==> config.mk <==
export PLATFORM = sky130hd
export DESIGN_NAME = button_stepped_servo_pulse_unit
export DESIGN_NICKNAME = d
export VERILOG_FILES = /design/src/rtl/bsp_pkg.sv /design/src/rtl/bsp_front.sv /design/src/rtl/bsp_queue.sv /design/src/rtl/bsp_back.sv /design/src/rtl/button_stepped_servo_pulse_unit.sv
export VERILOG_INCLUDE_DIRS = /design/src /design/src/rtl
export SDC_FILE = /design/constraint.sdc
export NUM_CORES = 1
export LEC_CHECK = 0
export BUFFER_PORTS_ARGS = -buffer_cell sky130_fd_sc_hd__buf_2
export CORE_MARGIN = 5
export CORE_UTILIZATION = 36
export CTS_CLUSTER_DIAMETER = 50
export CTS_CLUSTER_SIZE = 28
export DETAILED_ROUTE_END_ITERATION = 7
export GPL_TIMING_DRIVEN = 0
export PLACE_DENSITY = 0.55
export SLEW_MARGIN = 20
export SYNTH_ARGS = -nofsm -noshare
export SYNTH_HDL_FRONTEND = slang
export SYNTH_SLANG_ARGS = --single-unit
==> constraint.sdc <==
create_clock -name clk_i -period 11.7 [get_ports clk_i]
set_input_delay 0 -clock clk_i [delete_from_list [all_inputs] [get_ports clk_i]]
set_output_delay 0 -clock clk_i [all_outputs]
set_load 0.1 [all_outputs]
==> src/rtl/button_stepped_servo_pulse_unit_macros.svh <==
// ----------------------------------------------------------------------------
// button stepped servo pulse unit assertion macros
// shared concurrent assertion forms, clocked on clk_i, off during reset
// ----------------------------------------------------------------------------
`ifndef BUTTON_STEPPED_SERVO_PULSE_UNIT_MACROS_SVH
`define BUTTON_STEPPED_SERVO_PULSE_UNIT_MACROS_SVH

// same cycle implication
`define BSP_ASSERT_NOW(lbl, ante, cons, msg) \
  lbl: assert property (@(posedge clk_i) disable iff (!rst_ni) (ante) |-> (cons)) \
    else $error(msg);

// next cycle implication
`define BSP_ASSERT_NEXT(lbl, ante, cons, msg) \
  lbl: assert property (@(posedge clk_i) disable iff (!rst_ni) (ante) |=> (cons)) \
    else $error(msg);

`endif

==> src/rtl/bsp_pkg.sv <==
// ----------------------------------------------------------------------------
// bsp_pkg
// types, constants and helpers of the button stepped servo pulse unit
// ----------------------------------------------------------------------------
package bsp_pkg;

  localparam int unsigned STEP_DIV_DFLT  = 18;
  localparam int unsigned COUNT_W_DFLT   = 16;

  localparam int unsigned STEP_SHIFT     = 16;

  localparam logic [7:0]  ADJ_MIN_RST    = 8'd56;
  localparam logic [7:0]  ADJ_MAX_RST    = 8'd111;
  localparam logic [15:0] PWM_LOAD_RST   = 16'd11362;

  localparam int unsigned PW_SHIFT       = 34;
  localparam logic [63:0] PW_DIV         = 64'd1000;
  localparam logic [63:0] PW_RECIP_W     = ((64'd1 << PW_SHIFT) + PW_DIV - 64'd1) / PW_DIV;
  localparam logic [24:0] PW_RECIP       = PW_RECIP_W[24:0];

  localparam int unsigned QUEUE_DEPTH    = 4;
  localparam int unsigned QPTR_W         = $clog2(QUEUE_DEPTH);
  localparam int unsigned QCNT_W         = $clog2(QUEUE_DEPTH + 1);

  localparam logic [3:0]  LED_A          = 4'd2;
  localparam logic [3:0]  LED_B          = 4'd4;
  localparam logic [3:0]  LED_C          = 4'd8;

  typedef enum logic [1:0] {
    PH_IDLE    = 2'd0,
    PH_PRESSED = 2'd1,
    PH_HELD    = 2'd2
  } phase_e;

  typedef enum logic [1:0] {
    CFG_ADJ_MIN  = 2'd0,
    CFG_ADJ_MAX  = 2'd1,
    CFG_PWM_LOAD = 2'd2
  } cfg_idx_e;

  typedef struct packed {
    logic dn_conf;
    logic up_conf;
    logic dn_held;
    logic up_held;
  } bsp_cls_t;

  function automatic logic [3:0] led_rotate(input logic [3:0] led);
    logic [3:0] nxt;
    if (led == LED_A) begin
      nxt = LED_B;
    end else if (led == LED_B) begin
      nxt = LED_C;
    end else begin
      nxt = LED_A;
    end
    return nxt;
  endfunction

endpackage

==> src/rtl/bsp_front.sv <==
// ----------------------------------------------------------------------------
// bsp_front
// accepts button samples, debounces both buttons and classifies each request
// ----------------------------------------------------------------------------
module bsp_front (
  input  logic              clk_i,
  input  logic              rst_ni,
  input  logic              s_tvalid_i,
  output logic              s_tready_o,
  input  logic [7:0]        s_tdata_i,
  input  logic              q_full_i,
  output logic              push_o,
  output bsp_pkg::bsp_cls_t cls_o
);
  import bsp_pkg::*;

  phase_e dn_phase_q, dn_phase_d;
  phase_e up_phase_q, up_phase_d;
  logic   dn_low, up_low;
  logic   accept;

  assign dn_low     = ~s_tdata_i[0];
  assign up_low     = ~s_tdata_i[1];
  assign s_tready_o = ~q_full_i;
  assign accept     = s_tvalid_i & s_tready_o;
  assign push_o     = accept;

  // next state
  always_comb begin
    dn_phase_d = dn_phase_q;
    up_phase_d = up_phase_q;
    if (accept) begin
      unique case (dn_phase_q)
        PH_PRESSED: dn_phase_d = dn_low ? PH_HELD : PH_IDLE;
        PH_HELD:    dn_phase_d = dn_low ? PH_HELD : PH_IDLE;
        default:    dn_phase_d = dn_low ? PH_PRESSED : PH_IDLE;
      endcase
      unique case (up_phase_q)
        PH_PRESSED: up_phase_d = up_low ? PH_HELD : PH_IDLE;
        PH_HELD:    up_phase_d = up_low ? PH_HELD : PH_IDLE;
        default:    up_phase_d = up_low ? PH_PRESSED : PH_IDLE;
      endcase
    end
  end

  // outputs
  always_comb begin
    cls_o.dn_conf = (dn_phase_q == PH_PRESSED) & dn_low;
    cls_o.up_conf = (up_phase_q == PH_PRESSED) & up_low;
    cls_o.dn_held = (dn_phase_d == PH_HELD);
    cls_o.up_held = (up_phase_d == PH_HELD);
  end

  always_ff @(posedge clk_i or negedge rst_ni) begin
    if (!rst_ni) begin
      dn_phase_q <= PH_IDLE;
      up_phase_q <= PH_IDLE;
    end else begin
      dn_phase_q <= dn_phase_d;
      up_phase_q <= up_phase_d;
    end
  end

endmodule

==> src/rtl/bsp_queue.sv <==
// ----------------------------------------------------------------------------
// bsp_queue
// short request queue between the front and back parts
// ----------------------------------------------------------------------------
`include "button_stepped_servo_pulse_unit_macros.svh"

module bsp_queue (
  input  logic              clk_i,
  input  logic              rst_ni,
  input  logic              push_i,
  input  bsp_pkg::bsp_cls_t din_i,
  output logic              full_o,
  input  logic              pop_i,
  output logic              valid_o,
  output bsp_pkg::bsp_cls_t dout_o
);
  import bsp_pkg::*;

  bsp_cls_t            mem_q [QUEUE_DEPTH];
  logic [QPTR_W-1:0]   wr_ptr_q, rd_ptr_q;
  logic [QCNT_W-1:0]   cnt_q, cnt_d;

  assign full_o  = (cnt_q == QCNT_W'(QUEUE_DEPTH));
  assign valid_o = (cnt_q != '0);
  assign dout_o  = mem_q[rd_ptr_q];

  always_comb begin
    cnt_d = cnt_q;
    if (push_i && !pop_i) begin
      cnt_d = cnt_q + QCNT_W'(1);
    end else if (pop_i && !push_i) begin
      cnt_d = cnt_q - QCNT_W'(1);
    end
  end

  always_ff @(posedge clk_i) begin
    if (push_i) begin
      mem_q[wr_ptr_q] <= din_i;
    end
  end

  always_ff @(posedge clk_i or negedge rst_ni) begin
    if (!rst_ni) begin
      wr_ptr_q <= '0;
      rd_ptr_q <= '0;
      cnt_q    <= '0;
    end else begin
      cnt_q <= cnt_d;
      if (push_i) begin
        wr_ptr_q <= wr_ptr_q + QPTR_W'(1);
      end
      if (pop_i) begin
        rd_ptr_q <= rd_ptr_q + QPTR_W'(1);
      end
    end
  end

  `BSP_ASSERT_NOW(a_cnt_bound, 1'b1, cnt_q <= QCNT_W'(QUEUE_DEPTH), "queue count overflow")
  `BSP_ASSERT_NEXT(a_cnt_grow, push_i && !pop_i, cnt_q == $past(cnt_q) + QCNT_W'(1), "count not up")
  `BSP_ASSERT_NEXT(a_cnt_drop, pop_i && !push_i, cnt_q == $past(cnt_q) - QCNT_W'(1), "count not down")

endmodule

==> src/rtl/bsp_back.sv <==
// ----------------------------------------------------------------------------
// bsp_back
// applies confirmed presses to the adjust state and scales the pulse width
// ----------------------------------------------------------------------------
`include "button_stepped_servo_pulse_unit_macros.svh"

module bsp_back #(
  parameter int unsigned STEP_DIVISOR = bsp_pkg::STEP_DIV_DFLT,
  parameter int unsigned COUNT_WIDTH  = bsp_pkg::COUNT_W_DFLT
) (
  input  logic              clk_i,
  input  logic              rst_ni,
  input  logic              q_valid_i,
  input  bsp_pkg::bsp_cls_t cls_i,
  output logic              pop_o,
  input  logic [7:0]        adj_min_i,
  input  logic [7:0]        adj_max_i,
  input  logic [15:0]       pwm_load_i,
  output logic              m_tvalid_o,
  input  logic              m_tready_i,
  output logic [63:0]       m_tdata_o
);
  import bsp_pkg::*;

  localparam logic [16:0] STEP_RECIP =
    17'(((1 << STEP_SHIFT) + STEP_DIVISOR - 1) / STEP_DIVISOR);

  logic [7:0]             diff;
  logic [24:0]            step_prod;
  logic [7:0]             step_q;

  logic [7:0]             lvl_q, lvl_dn, lvl_new;
  logic [8:0]             sum9;
  logic [3:0]             led_q, led_dn, led_new;
  logic [COUNT_WIDTH-1:0] dn_cnt_q, up_cnt_q;
  logic                   dn_held_q, up_held_q;
  logic [23:0]            prod_q, prod_d;

  logic                   av_q, ov_q;
  logic                   adv_a, adv_b, pop;

  logic [48:0]            pw_prod;
  logic [14:0]            pw_q;
  logic [3:0]             o_led_q;
  logic                   o_dn_held_q, o_up_held_q;
  logic [15:0]            o_dn_cnt_q, o_up_cnt_q;
  logic [7:0]             o_lvl_q;
  logic [31:0]            dn_cnt_ext, up_cnt_ext;

  // step from the limit registers
  always_comb begin
    diff      = (adj_max_i >= adj_min_i) ? (adj_max_i - adj_min_i) : 8'd0;
    step_prod = 25'(diff) * 25'(STEP_RECIP);
  end

  assign adv_b = ~ov_q | m_tready_i;
  assign adv_a = ~av_q | adv_b;
  assign pop   = q_valid_i & adv_a;
  assign pop_o = pop;

  // press update, down first then up
  always_comb begin
    lvl_dn = lvl_q;
    led_dn = led_q;
    if (cls_i.dn_conf) begin
      led_dn = led_rotate(led_q);
      if ((lvl_q < step_q) || ((lvl_q - step_q) < adj_min_i)) begin
        lvl_dn = adj_min_i;
      end else begin
        lvl_dn = lvl_q - step_q;
      end
    end
    sum9    = {1'b0, lvl_dn} + {1'b0, step_q};
    lvl_new = lvl_dn;
    led_new = led_dn;
    if (cls_i.up_conf) begin
      led_new = led_rotate(led_dn);
      lvl_new = (sum9 > {1'b0, adj_max_i}) ? adj_max_i : sum9[7:0];
    end
    prod_d = 24'(lvl_new) * 24'(pwm_load_i);
  end

  always_ff @(posedge clk_i or negedge rst_ni) begin
    if (!rst_ni) begin
      step_q    <= '0;
      lvl_q     <= ADJ_MIN_RST;
      led_q     <= LED_A;
      dn_cnt_q  <= '0;
      up_cnt_q  <= '0;
      dn_held_q <= 1'b0;
      up_held_q <= 1'b0;
      av_q      <= 1'b0;
      ov_q      <= 1'b0;
    end else begin
      step_q <= step_prod[STEP_SHIFT+7:STEP_SHIFT];
      av_q   <= pop | (av_q & ~adv_b);
      if (adv_b) begin
        ov_q <= av_q;
      end
      if (pop) begin
        lvl_q     <= lvl_new;
        led_q     <= led_new;
        dn_held_q <= cls_i.dn_held;
        up_held_q <= cls_i.up_held;
        if (cls_i.dn_conf) begin
          dn_cnt_q <= dn_cnt_q + COUNT_WIDTH'(1);
        end
        if (cls_i.up_conf) begin
          up_cnt_q <= up_cnt_q + COUNT_WIDTH'(1);
        end
      end
    end
  end

  // divide by 1000 through a reciprocal
  assign pw_prod    = 49'(prod_q) * 49'(PW_RECIP);
  assign dn_cnt_ext = 32'(dn_cnt_q);
  assign up_cnt_ext = 32'(up_cnt_q);

  always_ff @(posedge clk_i) begin
    if (pop) begin
      prod_q <= prod_d;
    end
    if (av_q && adv_b) begin
      pw_q        <= pw_prod[PW_SHIFT+14:PW_SHIFT];
      o_led_q     <= led_q;
      o_dn_held_q <= dn_held_q;
      o_up_held_q <= up_held_q;
      o_dn_cnt_q  <= dn_cnt_ext[15:0];
      o_up_cnt_q  <= up_cnt_ext[15:0];
      o_lvl_q     <= lvl_q;
    end
  end

  assign m_tvalid_o = ov_q;
  assign m_tdata_o  = {3'b000, o_lvl_q, o_up_cnt_q, o_dn_cnt_q,
                       o_up_held_q, o_dn_held_q, o_led_q, pw_q};

  `BSP_ASSERT_NOW(a_led_onehot, 1'b1, $onehot(led_q) && !led_q[0], "led pattern broken")
  `BSP_ASSERT_NEXT(a_cnt_hold, !pop, $stable(dn_cnt_q) && $stable(up_cnt_q), "count moved")
  `BSP_ASSERT_NEXT(a_out_load, av_q && adv_b, ov_q, "result lost")

endmodule

==> src/rtl/button_stepped_servo_pulse_unit.sv <==
// ----------------------------------------------------------------------------
// button_stepped_servo_pulse_unit
// debounced two-button servo adjust with scaled pulse width output
//
//   channel   direction   payload
//   s_axis    in          button sample (tdata: down level, up level)
//   m_axis    out         pulse width, led, held flags, counts, adjust
//   cfg       in          register write (adjust min, adjust max, pwm load)
//
// one sample accepted per cycle while the queue is not full, one result per sample
// each result is registered through the queue, the update stage and the output stage
// a four-entry queue lets the front accept while the output is stalled
// all control state clears on rst_ni, no clearing pass
// ----------------------------------------------------------------------------
module button_stepped_servo_pulse_unit #(
  parameter int unsigned STEP_DIVISOR = bsp_pkg::STEP_DIV_DFLT,
  parameter int unsigned COUNT_WIDTH  = bsp_pkg::COUNT_W_DFLT
) (
  input  logic        clk_i,
  input  logic        rst_ni,
  input  logic        s_axis_tvalid,
  output logic        s_axis_tready,
  // [0] down_button_level, [1] up_button_level
  input  logic [7:0]  s_axis_tdata,
  output logic        m_axis_tvalid,
  input  logic        m_axis_tready,
  // [14:0] pulse_width, [18:15] led_pattern, [19] down_held, [20] up_held,
  // [36:21] down_presses, [52:37] up_presses, [60:53] adjust_now
  output logic [63:0] m_axis_tdata,
  input  logic        cfg_we_i,
  input  logic [1:0]  cfg_addr_i,
  input  logic [15:0] cfg_wdata_i
);
  import bsp_pkg::*;

  logic [7:0]  adj_min_q, adj_max_q;
  logic [15:0] pwm_load_q;

  logic        q_full, q_push, q_pop, q_valid;
  bsp_cls_t    cls_in, cls_out;

  always_ff @(posedge clk_i or negedge rst_ni) begin
    if (!rst_ni) begin
      adj_min_q  <= ADJ_MIN_RST;
      adj_max_q  <= ADJ_MAX_RST;
      pwm_load_q <= PWM_LOAD_RST;
    end else if (cfg_we_i) begin
      unique case (cfg_idx_e'(cfg_addr_i))
        CFG_ADJ_MIN:  adj_min_q  <= cfg_wdata_i[7:0];
        CFG_ADJ_MAX:  adj_max_q  <= cfg_wdata_i[7:0];
        CFG_PWM_LOAD: pwm_load_q <= cfg_wdata_i;
        default: ;
      endcase
    end
  end

  bsp_front u_front (
    .clk_i      (clk_i),
    .rst_ni     (rst_ni),
    .s_tvalid_i (s_axis_tvalid),
    .s_tready_o (s_axis_tready),
    .s_tdata_i  (s_axis_tdata),
    .q_full_i   (q_full),
    .push_o     (q_push),
    .cls_o      (cls_in)
  );

  bsp_queue u_queue (
    .clk_i   (clk_i),
    .rst_ni  (rst_ni),
    .push_i  (q_push),
    .din_i   (cls_in),
    .full_o  (q_full),
    .pop_i   (q_pop),
    .valid_o (q_valid),
    .dout_o  (cls_out)
  );

  bsp_back #(
    .STEP_DIVISOR (STEP_DIVISOR),
    .COUNT_WIDTH  (COUNT_WIDTH)
  ) u_back (
    .clk_i      (clk_i),
    .rst_ni     (rst_ni),
    .q_valid_i  (q_valid),
    .cls_i      (cls_out),
    .pop_o      (q_pop),
    .adj_min_i  (adj_min_q),
    .adj_max_i  (adj_max_q),
    .pwm_load_i (pwm_load_q),
    .m_tvalid_o (m_axis_tvalid),
    .m_tready_i (m_axis_tready),
    .m_tdata_o  (m_axis_tdata)
  );

endmodule

; ---- Word-level counts from Yosys, hierarchy flattened
; Memories as Yosys holds them, arrays and structs flattened.
; Index checks and enable logic that the tools add are counted.
[word_totals]
reg_bits = 180
ramBits = 16
in_bits = 31
word_cells = 108
memories = 1
output_inout_bits = 66
[memory_table]
columns = memory, depth, width, rd, rd_ports_with_merged_regs, wr, line
row1 = u_queue.mem_q, 4, 4, 1, 0, 1, bsp_queue.sv:19  ; bsp_cls_t mem_q [QUEUE_DEPTH];
[op_classes]
reduce_logical = 16
muxes = 23
bitwise = 14
eq_ne = 13
n_addsub = 9
mul = 3
magnitude_cmp = 4
[ops]
columns = operator, n
row1 = 24-bit by 24-bit multiplier with 48-bit output (second input constant), 1
row2 = 8-bit two-way mux, 5
row3 = 16-bit by 1-bit adder with 16-bit output (second input constant), 2
row4 = 8-bit by 16-bit multiplier with 24-bit output, 1
row5 = 4-bit two-way mux, 6
row6 = 8-bit by 12-bit multiplier with 20-bit output (second input constant), 1
row7 = 2-bit two-way mux, 6
row8 = 2-bit equality test (second input constant), 5
row9 = 2-bit AND reduction, 5
row10 = 8-bit by 4-bit adder with 9-bit output, 1
row11 = 9-bit by 8-bit > comparator with 1-bit output, 1
row12 = 4-bit by 2-bit equality test with 1-bit output (second input constant), 2
row13 = 4-bit by 3-bit equality test with 1-bit output (second input constant), 2
row14 = 8-bit >= comparator, 1
row15 = 8-bit by 4-bit less-than comparator with 1-bit output, 1
row16 = 8-bit less-than comparator, 1
row17 = 8-bit by 4-bit subtractor with 8-bit output, 1
row18 = 8-bit subtractor, 1
row19 = 2-bit by 1-bit equality test with 1-bit output (second input constant), 3
row20 = 3-bit two-way mux, 2
row21 = 1-bit inverter, 6
row22 = 1-bit bitwise AND, 5
row23 = 2-bit by 1-bit adder with 2-bit output (second input constant), 2
row24 = 1-bit two-way mux, 4
row25 = other kinds (11), 17

; ---- Logic depth before layout (Yosys ltp)
[logic_depth]
word_depth = 10
ltp_mapped = 51

; ---- Hierarchy
; A second synthesis with hierarchy kept.
[unflattened]
hier_cells = 2085
area_unflattened_um2 = 22729.3
[modules_own_cells]
columns = module, area_each_um2, cells_per_inst, instances
row1 = bsp_back, 20246.9, 1939, 1
row2 = button_stepped_servo_pulse_unit, 1241.2, 68, 1
row3 = bsp_queue, 973.4, 55, 1
row4 = bsp_front, 267.8, 23, 1

; ---- Worst setup path after synthesis
; Ideal clock, no wire load.
[synth_path]
kind = reg-to-reg
startpoint = reg u_back.lvl_q[3]
endpoint = reg u_back.prod_q[22], data pin
setup_slack_ps = 854
t_arrival_ps = 10651
path_stages_with_launch = 47
period_less_slack_ps = 10846
n_path_buf = 4
t_required_ps = 11505
path_cell_list = dfstp_2 ha_1 or3_4 or2_0 or3_1 and2_1 inv_1 ha_1 and2_1 a221oi_1 o21ai_0 clkbuf_1 a21oi_1 a21oi_1 a21oi_1 clkbuf_1 ha_1 a21o_1 [11 not listed] a21o_1 buf_6 a221oi_2 buf_4 and2_1 fa_1 fa_1 fa_1 inv_1 fa_1 inv_1 ha_1 or4_1 o221a_2 a41o_1 nand3_1 a31oi_1 o311ai_0
[synth_between]
elab_chain_cells = 10
word_cells_on_any_way = 11
classes_between = 2 x add/sub / 1 x mul / 3 x order compare / 4 x mux / 1 x reduce/logical
[synth_rtl]
columns = element, line
row1 = start: declaration, bsp_back.sv:32  ; logic [7:0] lvl_q, lvl_dn, lvl_new;
row2 = start signal: assignment, bsp_back.sv:101  ; lvl_q <= lvl_new;
row3 = 8-bit by 4-bit subtractor with 8-bit output, "bsp_back.sv:67, bsp_back.sv:70"
row4 = 8-bit less-than comparator, bsp_back.sv:67  ; if ((lvl_q < step_q) || ((lvl_q - step_q) < adj_min_i)) begin
row5 = 1-bit logical OR, bsp_back.sv:67
row6 = 8-bit two-way mux, bsp_back.sv:67
row7 = 8-bit two-way mux *, bsp_back.sv:65  ; if (cls_i.dn_conf) begin
row8 = 8-bit by 4-bit adder with 9-bit output, bsp_back.sv:73  ; sum9 = {1'b0, lvl_dn} + {1'b0, step_q};
row9 = 9-bit by 8-bit > comparator with 1-bit output, bsp_back.sv:78  ; lvl_new = (sum9 > {1'b0, adj_max_i}) ? adj_max_i : sum9[7:0];
row10 = 8-bit two-way mux, bsp_back.sv:78
row11 = 8-bit two-way mux *, bsp_back.sv:76  ; if (cls_i.up_conf) begin
row12 = 8-bit by 16-bit multiplier with 24-bit output *, bsp_back.sv:80  ; prod_d = 24'(lvl_new) * 24'(pwm_load_i);
row13 = net u_back.prod_d[22], bsp_back.sv:37  ; logic [23:0] prod_q, prod_d;
row14 = end signal: assignment, bsp_back.sv:122  ; prod_q <= prod_d;
row15 = end: declaration, bsp_back.sv:37
; Mark *: on every way through the listed nets, which the timed path passes. The rest lies on a longest branch.
; A chain may end at the register's enable or synchronous reset.

; ---- Worst setup path after layout
[layout_path]
startpoint = reg u_back.step_q[1]
endpoint = reg u_back.prod_q[22], data pin
[layout_between]
elab_chain_cells = 10
word_cells_on_any_way = 11
classes_between = 2 x add/sub / 1 x mul / 3 x order compare / 4 x mux / 1 x reduce/logical
[layout_rtl]
columns = element, line
row1 = start: declaration, bsp_back.sv:30  ; logic [7:0] step_q;
row2 = start signal: assignment, bsp_back.sv:95  ; step_q <= step_prod[STEP_SHIFT+7:STEP_SHIFT];
row3 = 8-bit by 4-bit subtractor with 8-bit output, "bsp_back.sv:67, bsp_back.sv:70"
row4 = 8-bit less-than comparator, bsp_back.sv:67
row5 = 1-bit logical OR, bsp_back.sv:67
row6 = 8-bit two-way mux, bsp_back.sv:67
row7 = 8-bit two-way mux, bsp_back.sv:65
row8 = 8-bit by 4-bit adder with 9-bit output, bsp_back.sv:73
row9 = 9-bit by 8-bit > comparator with 1-bit output, bsp_back.sv:78
row10 = 8-bit two-way mux, bsp_back.sv:78
row11 = 8-bit two-way mux *, bsp_back.sv:76
row12 = 8-bit by 16-bit multiplier with 24-bit output *, bsp_back.sv:80
row13 = net u_back.prod_d[22], bsp_back.sv:37
; Marked as above.

==> metrics.cfg <==
[status]
outcome=complete, no violations

[sta]
fmax_mhz=89.33
hold_viol=0
finalSetupViolCount=0
period_minus_slack_ns=11.19
tightest_slew_ns=1.066
maxSlewViolCount=0
skew_ns=0.02067
whs_ns=0.3006
fin_crit_sh_pct=95.68
tns_ns=0
slew_headroom_pct=28.65

[min_path]
min_from=cfg_wdata_i[8]
hp-class=in -> reg

[clocking]
cts_tree=yes
clock_latency_ns=0.50
clk_path_buf_depth=2
cts_htree_levels=4
numCtsBuffers=17
cts_sinks=196
cts_root_buf=clkbuf_16
clk_pin_slew_worst_paths_ns=0.08

[grt]
grt_pass1_wl_mm=92.45
globalRouteMet1Util_pct=21.47
grtUsageTotal_pct=16.21
grt_most_used_layer=met2
groute.layer.met3.usage_pct=1.985
grt_util_met2_pct=28.11
grt_pass1_vias=17710
grt-ovfl-total=0
grt_max_degree=55
antenna_found_initial=0

[yosys]
synth_cells=2280
synth_area_sq_um=23560
synth.most_common_cell=inv_1
synth_seq_cells=196
synth.yosys.seq_area_share_pct=23.06
synthArstFlopShare_pct=48.47
ys.flop_type=edfxtp_1
synth_top_area_share_pct=23.87
syn_avg_cell_area_sq_um=10.34
ys_warn_count=0
synth_top_cell_by_area=fa_1
yosysUniqueCellTypes=85
netlist_top_cells_count=inv_1 (457), ha_1 (382), fa_1 (281), nand2_1 (152), edfxtp_1 (101)
synth_area_leaders=fa_1 (24%), ha_1 (20%), edfxtp_1 (13%), dfrtp_1 (8.1%), inv_1 (7.3%)
synth-edff-count=101

[detailed_routing]
final_antenna_net_count=0
wl_per_cell_microns=16.78
num_vias=16330
drt-initial-drc-count=825
wirelength_mm=55.52
via_per_inst=4.936
firstDrtPassIters=7
drc_errors=0

[floorplan]
die_y_microns=265.8
ios=97
die-width_microns=265.8
die-area_sq_um=70670
placementRows=93
coreArea_sq_um=64700
initial_core_util_pct=36.42

[placed_design]
place_area_sq_um=25160
io_buffers=87
gp_congestion=0.8824
dp_hpwl_mm=44.16

[critical_path]
cpPeakStageDelay_ns=0.55
r2r-start=u_back.step_q[1]
crit_path_start=u_back.step_q[1]
path_class=reg -> reg
crit_path_top_delay_cell=fa_1
end_kind=register
crit_arrival_ns=11.50
path_max_fanout=10
critPathBufInv=7
crit_family=adder cells
cp-start-kind=register
cp_common_cell=ha_1
required_ns=12.00

[job]
drv_cap=0

[final_layout]
layout-drive-gt1-share_pct=11.08
fin_nets=3135
syn2layout_area_growth_pct=12.43
diodes=0
fin_area_sq_um=26490

-- path summary, 6_finish.rpt --
| check | endpoint | slack, ns | cells past startpoint |
|---|---|---|---|
| worst min-delay path | pwm_load_q[8] | 0.30 | 3 |
| min in group asynchronous | u_queue.wr_ptr_q[1] | 0.55 | 4 |
| worst min register to register | u_back.o_up_held_q | 0.46 | 0 |
| worst max register to register | u_back.prod_q[22] | 0.51 | 46 |
| worst max-delay path | u_back.prod_q[22] | 0.51 | 46 |
| max in group asynchronous | pwm_load_q[5] | 10.80 | 4 |
-- tightest hold or removal path, delay by kind of cell --
family                 cells  cell delay [ns]
buffers and inverters      2             0.63
muxes                      1             0.13
-- per-stage QoR --
step | cells | setup WS [ns] | utilization [%]
after detailed placement | 3227 | -1.404 | 38.89
after CTS | 3296 | 0.03888 | 40.61
after global routing | 3309 | -0.006513 | 40.95
after floorplan | 2282 | 0.8543 | -
after global placement | 3224 | -1.307 | 38.76
final | 3309 | 0.5058 | 40.95
-- layout make-up --
type | instances | area, sq um
plain buffers | 59 | 304.0
clock buffers | 17 | 425.4
clock inverters | 15 | 231.5
fillers | 6418 | 38200
inverters | 457 | 1715
multi-input cells | 1569 | 16320
flip-flops and latches | 196 | 5435
well taps | 855 | 1070
repair buffers | 141 | 988.4
-- placed cells by master, fill, tap and decap left out, types with 12 or more instances in the layout --
master and n:
and2_1 22, dfstp_2 19, buf_1 17, nor2_1 93, inv_1 456, clkbuf_16 17
fa_1 281, nor3_1 22, a21oi_2 12, nand4_1 13, buf_4 25, xnor2_1 59
nor2b_1 29, a21oi_1 63, xor2_1 21, edfxtp_1 101, ha_1 381, clkbuf_1 23
o21ai_0 48, buf_2 89, nand2_1 151, mux2_2 31, a21o_1 32, and3_1 33
a41o_1 16, nand2b_1 16, a21boi_0 12, dlygate4sd3_1 29, dfrtp_1 75, nand3_1 43
-- state kept, by name, indices dropped and copies added (netlist names), 8 cells and up --
| signal | cells |
|---|---|
| u_back.o_lvl_q | 8 |
| u_back.dn_cnt_q | 16 |
| u_back.up_cnt_q | 16 |
| u_back.o_up_cnt_q | 16 |
| u_back.o_dn_cnt_q | 16 |
| adj_min_q | 8 |
| pwm_load_q | 16 |
| u_queue.mem_q | 16 |
| u_back.prod_q | 24 |
| u_back.pw_q | 15 |
| u_back.lvl_q | 8 |
| adj_max_q | 8 |
-- cells by family after synthesis --
group                    share of synthesized area, %
XOR/XNOR                                        3.011
AND/OR/NAND/NOR                                 10.17
adder cells (fa/ha/maj)                         44.16
AO/OA/AOI/OAI                                   9.101
other                                         0.01591
buffers and inverters                           8.459
multiplexers                                    2.023
flip-flops                                      23.06
-- per-layer routing --
layer	vias to the layer above	wire length, microns
met5	-	0
met4	0	1335
met3	88	1781
met2	325	27340
met1	8029	25060
li1	7892	-
-- what timing repair did --
item | in CTS | in global routing
hold endpoints to repair | 122 | 0
hold buffers | 30 | 0
pin swaps | 7 | 13
gates resized for setup | 19 | 36
setup buffers | 7 | 14
endpoints found under the setup margin | 17 | 11
Power is left out: the tool's default activity adds up to more than one toggle a clock period on the data nets, which glitch-free logic cannot reach.
